==> config.mk <==
export PLATFORM = sky130hd
export DESIGN_NAME = qte_queue
export DESIGN_NICKNAME = d
export VERILOG_FILES = /design/src/rtl/qte_pkg.sv /design/src/rtl/qte_queue.sv
export SDC_FILE = /design/constraint.sdc
export NUM_CORES = 1
export LEC_CHECK = 0
export BUFFER_PORTS_ARGS = -buffer_cell sky130_fd_sc_hd__buf_2
export CAP_MARGIN = 40
export CELL_PAD_IN_SITES_DETAIL_PLACEMENT = 1
export CELL_PAD_IN_SITES_GLOBAL_PLACEMENT = 2
export CORE_AREA = 8 8 249 347
export CTS_CLUSTER_DIAMETER = 120
export DETAILED_ROUTE_END_ITERATION = 16
export DIE_AREA = 0 0 257 355
export PLACE_DENSITY = 0.67
export SLEW_MARGIN = 20
export SYNTH_ARGS = -nofsm -noshare
export SYNTH_HDL_FRONTEND = slang
export SYNTH_SLANG_ARGS = --single-unit
export TNS_END_PERCENT = 100
==> constraint.sdc <==
create_clock -name clock -period 7.7 [get_ports clock]
set_input_delay 1.54 -clock clock [delete_from_list [all_inputs] [get_ports clock]]
set_output_delay 1.54 -clock clock [all_outputs]
set_load 0.1 [all_outputs]
==> src/rtl/qte_pkg.sv <==
`default_nettype none
package qte_pkg;

   localparam int CORDIC_STEPS_DEF = 16;
   localparam int ATAN_LEN = 24;
   localparam int QUEUE_DEPTH = 4;
   localparam int DIV_BITS = 31;
   localparam int SQRT_BITS = 31;
   localparam int CORDIC_W = 36;
   localparam int ANGLE_W = 32;

   localparam logic signed [ANGLE_W-1:0] HALF_PI_Q29 = 32'sd843314857;
   localparam logic [22:0] RAD2DEG_Q16 = 23'd3754936;
   localparam logic signed [17:0] RAD_MAX_PI = 18'sd25736;
   localparam logic signed [17:0] RAD_MAX_HALF = 18'sd12868;
   localparam logic signed [17:0] DEG_MAX_PI = 18'sd23040;
   localparam logic signed [17:0] DEG_MAX_HALF = 18'sd11520;

   // one classified quaternion, as it waits between front and back
   typedef struct packed {
      logic [32:0] n;
      logic [32:0] mag;
      logic s_neg;
      logic zero;
      logic clamp;
      logic signed [32:0] yaw_x;
      logic signed [33:0] yaw_y;
      logic signed [32:0] roll_x;
      logic signed [33:0] roll_y;
   } qte_work_type;

   typedef struct packed {
      logic valid;
      qte_work_type work;
   } qte_push_type;

   typedef struct packed {
      logic full;
      logic empty;
   } qte_q_status_type;

   // round(atan(2^-i) * 2^29)
   function automatic logic signed [ANGLE_W-1:0] qte_atan(input logic [4:0] idx);
      logic signed [ANGLE_W-1:0] v;
      unique case (idx)
         5'd0: v = 32'sd421657428;
         5'd1: v = 32'sd248918915;
         5'd2: v = 32'sd131521918;
         5'd3: v = 32'sd66762579;
         5'd4: v = 32'sd33510843;
         5'd5: v = 32'sd16771758;
         5'd6: v = 32'sd8387925;
         5'd7: v = 32'sd4194219;
         5'd8: v = 32'sd2097141;
         5'd9: v = 32'sd1048575;
         5'd10: v = 32'sd524288;
         5'd11: v = 32'sd262144;
         5'd12: v = 32'sd131072;
         5'd13: v = 32'sd65536;
         5'd14: v = 32'sd32768;
         5'd15: v = 32'sd16384;
         5'd16: v = 32'sd8192;
         5'd17: v = 32'sd4096;
         5'd18: v = 32'sd2048;
         5'd19: v = 32'sd1024;
         5'd20: v = 32'sd512;
         5'd21: v = 32'sd256;
         5'd22: v = 32'sd128;
         5'd23: v = 32'sd64;
         default: v = '0;
      endcase
      return v;
   endfunction

   function automatic logic signed [15:0] qte_saturate(input logic signed [17:0] r,
                                                       input logic signed [17:0] lim);
      logic signed [17:0] v;
      v = r;
      if (r > lim) begin
         v = lim;
      end else if (r < -lim) begin
         v = -lim;
      end
      return v[15:0];
   endfunction

endpackage
`default_nettype wire

==> src/rtl/qte_queue.sv <==
`default_nettype none
module qte_queue
   import qte_pkg::*;
(
   input  logic             clock,
   input  logic             reset,
   input  qte_push_type     push,
   input  logic             pop,
   output qte_work_type     head,
   output qte_q_status_type stat
);

   localparam int AW = $clog2(QUEUE_DEPTH);

   qte_work_type slot_ff [0:QUEUE_DEPTH-1];
   logic [AW-1:0] wr_ff, rd_ff;
   logic [AW:0] cnt_ff;

   assign stat.full = (cnt_ff == (AW+1)'(QUEUE_DEPTH));
   assign stat.empty = (cnt_ff == '0);
   assign head = slot_ff[rd_ff];

   always_ff @(posedge clock) begin
      if (push.valid) begin
         slot_ff[wr_ff] <= push.work;
      end
   end

   always_ff @(posedge clock) begin
      if (reset) begin
         wr_ff <= '0;
         rd_ff <= '0;
         cnt_ff <= '0;
      end else begin
         if (push.valid) begin
            wr_ff <= (wr_ff == AW'(QUEUE_DEPTH - 1)) ? '0 : wr_ff + 1'b1;
         end
         if (pop) begin
            rd_ff <= (rd_ff == AW'(QUEUE_DEPTH - 1)) ? '0 : rd_ff + 1'b1;
         end
         cnt_ff <= cnt_ff + (AW+1)'(push.valid) - (AW+1)'(pop);
      end
   end

endmodule
`default_nettype wire

==> run metrics <==
Final setup viols 0; CTS Sinks about 820; setup TNS 0 ns; dominant cell type by area after synthesis edfxtp_1; Via density about 4.9; initial antenna violation count 21; RSZ-0062 raised after global routing false; Syn. warnings 0; R2R cell count 5; Syn Nets about 1300; Gate Count Post-Synth 1104; Post-synth EDFFs about 810; fraction of layout cells with a size suffix above 1 about 45%; RD Place Congestion around 0.7; placed inst area 33100 sq um; Max clock buf depth 3; Setup crit start kind flip-flop; fraction of registers with async set/reset 0%; Routed Antenna Nets 0; vias in the first global route about 15000; Area Overhead vs Synth 19.8%; routed len/inst 24.5 microns; Setup Skew roughly 0.027 ns; pwr/cell area approximately 300 nW/um^2; outcome complete, no violations; GRT overflow 0; overall routing resource usage 14.3%; Die ar. 91200 sq um; largest net degree at the start of global routing 110; CTS resizes 0; H-Tree Depth 3; clock share of power between 30% and 40%; Final Hold Viols 0; post-layout util a little over two fifths; crit end category output port; via count 13300; Worst-Margin Slew 1.00 ns; minimum clock period about 4.7 ns; # fillers around 7600; design area approximately 36000 sq um; combinational power share between 15 and 20%; dominant synthesized flop cell edfxtp_1; max-slew violations 0; Pint ~7.6 mW; clock transition at the registers of the reported paths roughly 0.060 ns; critical path peak fanout 54; sequential share of the synthesized area between 80 and 90%; count leader, synth edfxtp_1; Final Non-Filler Cells 2717; first-pass GRT wire length just under 100 mm; Setup WS post-layout 2.96 ns; Buffers on Ports 411; Max-slew headroom 33.3%; CTS Buf Count just over 80; Crit Path Class flip-flop to output port; hold buffers post-CTS 0; core area 81100 sq um; Root Buffer clkbuf_16; P_leak 11.8 nW; WHS 0.514 ns; Synth area leaders edfxtp_1, mux4_2, buf_6; Yosys reg bits approximately 800; Post-synth top cells edfxtp_1, mux4_2, buf_2; switching pwr between 3 and 4 mW; synthesized area per cell about 27 sq um; drt pass-1 iters 4; placed cells 2555; maximum vdd drop ~0.22 mV; Hold Path Depth 2; Reg power frac 48.2%; Die Height 355 microns; Routed Wire Length between 60 and 70 mm; Critical Path AT 3.20 ns; # Max-Cap Violations 0; I/O Pins about 400; Rows roughly 120; Critical Path RT between 6 and 7 ns; Residual DRC 0; Synth top area share approximately four fifths; Final Net Count 1784; worst hold path type flip-flop to flip-flop; worst-skew pair later-pin latency ~0.63 ns; Post-DP HPWL 41.6 mm; synth unique cells 20; fmax around 0.21 GHz; Initial Util a little under two fifths; pre-CTS WS between 3 and 4 ns; Post-CTS Setup Bufs 0; Die W around 260 microns; Mapped Area between 20000 and 30000 sq um; total power about 11 mW; Sw Share between 20% and 30%; CTS tree yes; final worst path period share 61.6%; DR iter-0 viols around 680
[final timing paths]
| check | from | to | slack [ns] |
|---|---|---|---|
| max reg2reg | wr_ff[0] | slot_ff[2][171] | 5.22 |
| max | flip-flop | head[43] | 2.96 |
| min reg2reg | rd_ff[0] | flip-flop | 0.51 |
| min | rd_ff[0] | flip-flop | 0.51 |
[power groups by stage]
stage               combinational (mW)  clock (mW)  sequential, mW
global placement                  1.81           0            5.24
CTS                               1.83        3.88            5.16
global route                      1.87        4.01            5.17
floorplan                         1.46           0            5.26
finish                            1.80        3.74            5.16
detailed placement                1.83           0            5.25
[kinds of logic (layout without fill, tap and decap cells)]
group                    Yosys count  count (layout)  share of synthesized area, %
flip-flops                       821             821                          82.5
AND/OR/NAND/NOR                   15              15                         0.303
adder cells (fa/ha/maj)            8               8                         0.362
XOR/XNOR                           1               1                        0.0799
other                              0              13                             0
multiplexers                     205             205                          15.4
buffers and inverters             52             581                          1.27
AO/OA/AOI/OAI                      2               2                        0.0336
[sequential cells by signal (all words and copies together) (netlist names), named ones only]
signal and count:
slot_ff 812, cnt_ff 3, wr_ff 2, rd_ff 2
[layout by cell type (no fill, tap or decap), types with 7 or more instances in the layout]
master,instances
mux4_2,203
clkbuf_16,82
clkbuf_1,25
clkinv_1,19
buf_2,411
ha_1,7
diode_2,13
edfxtp_1,812
dfxtp_1,7
buf_12,8
clkinv_2,7
[area by class of cell]
type | count | area [sq um] | share of cell area, %
repair buffers | 427 | 2340 | 6.56
clock buffers | 108 | 2160 | 6.06
diodes | 13 | 32.5 | 0.0913
inverters | 6 | 22.5 | 0.0632
clock inverters | 40 | 348 | 0.976
flip-flops and latches | 821 | 24600 | 68.9
well taps | 1071 | 1340 | 3.76
multi-input cells | 231 | 4830 | 13.6
[metal layers]
layer / GRT usage, % / vias to the layer above / part of all wire (%)
met3: 4.88 / 107 / 7.2
met2: 25.0 / 414 / 52
met1: 16.3 / 7022 / 38
li1: - / 5751 / -
met4: 4.80 / 6 / 2.5
met5: 0 / - / 0.059
[critical path, cell delays in order (launching register included)]
cell and delay (ns):
dfxtp_4 0.86, buf_4 0.72, mux4_2 0.40, buf_2 0.44
Note: power is estimated with default switching activity, not from simulation.
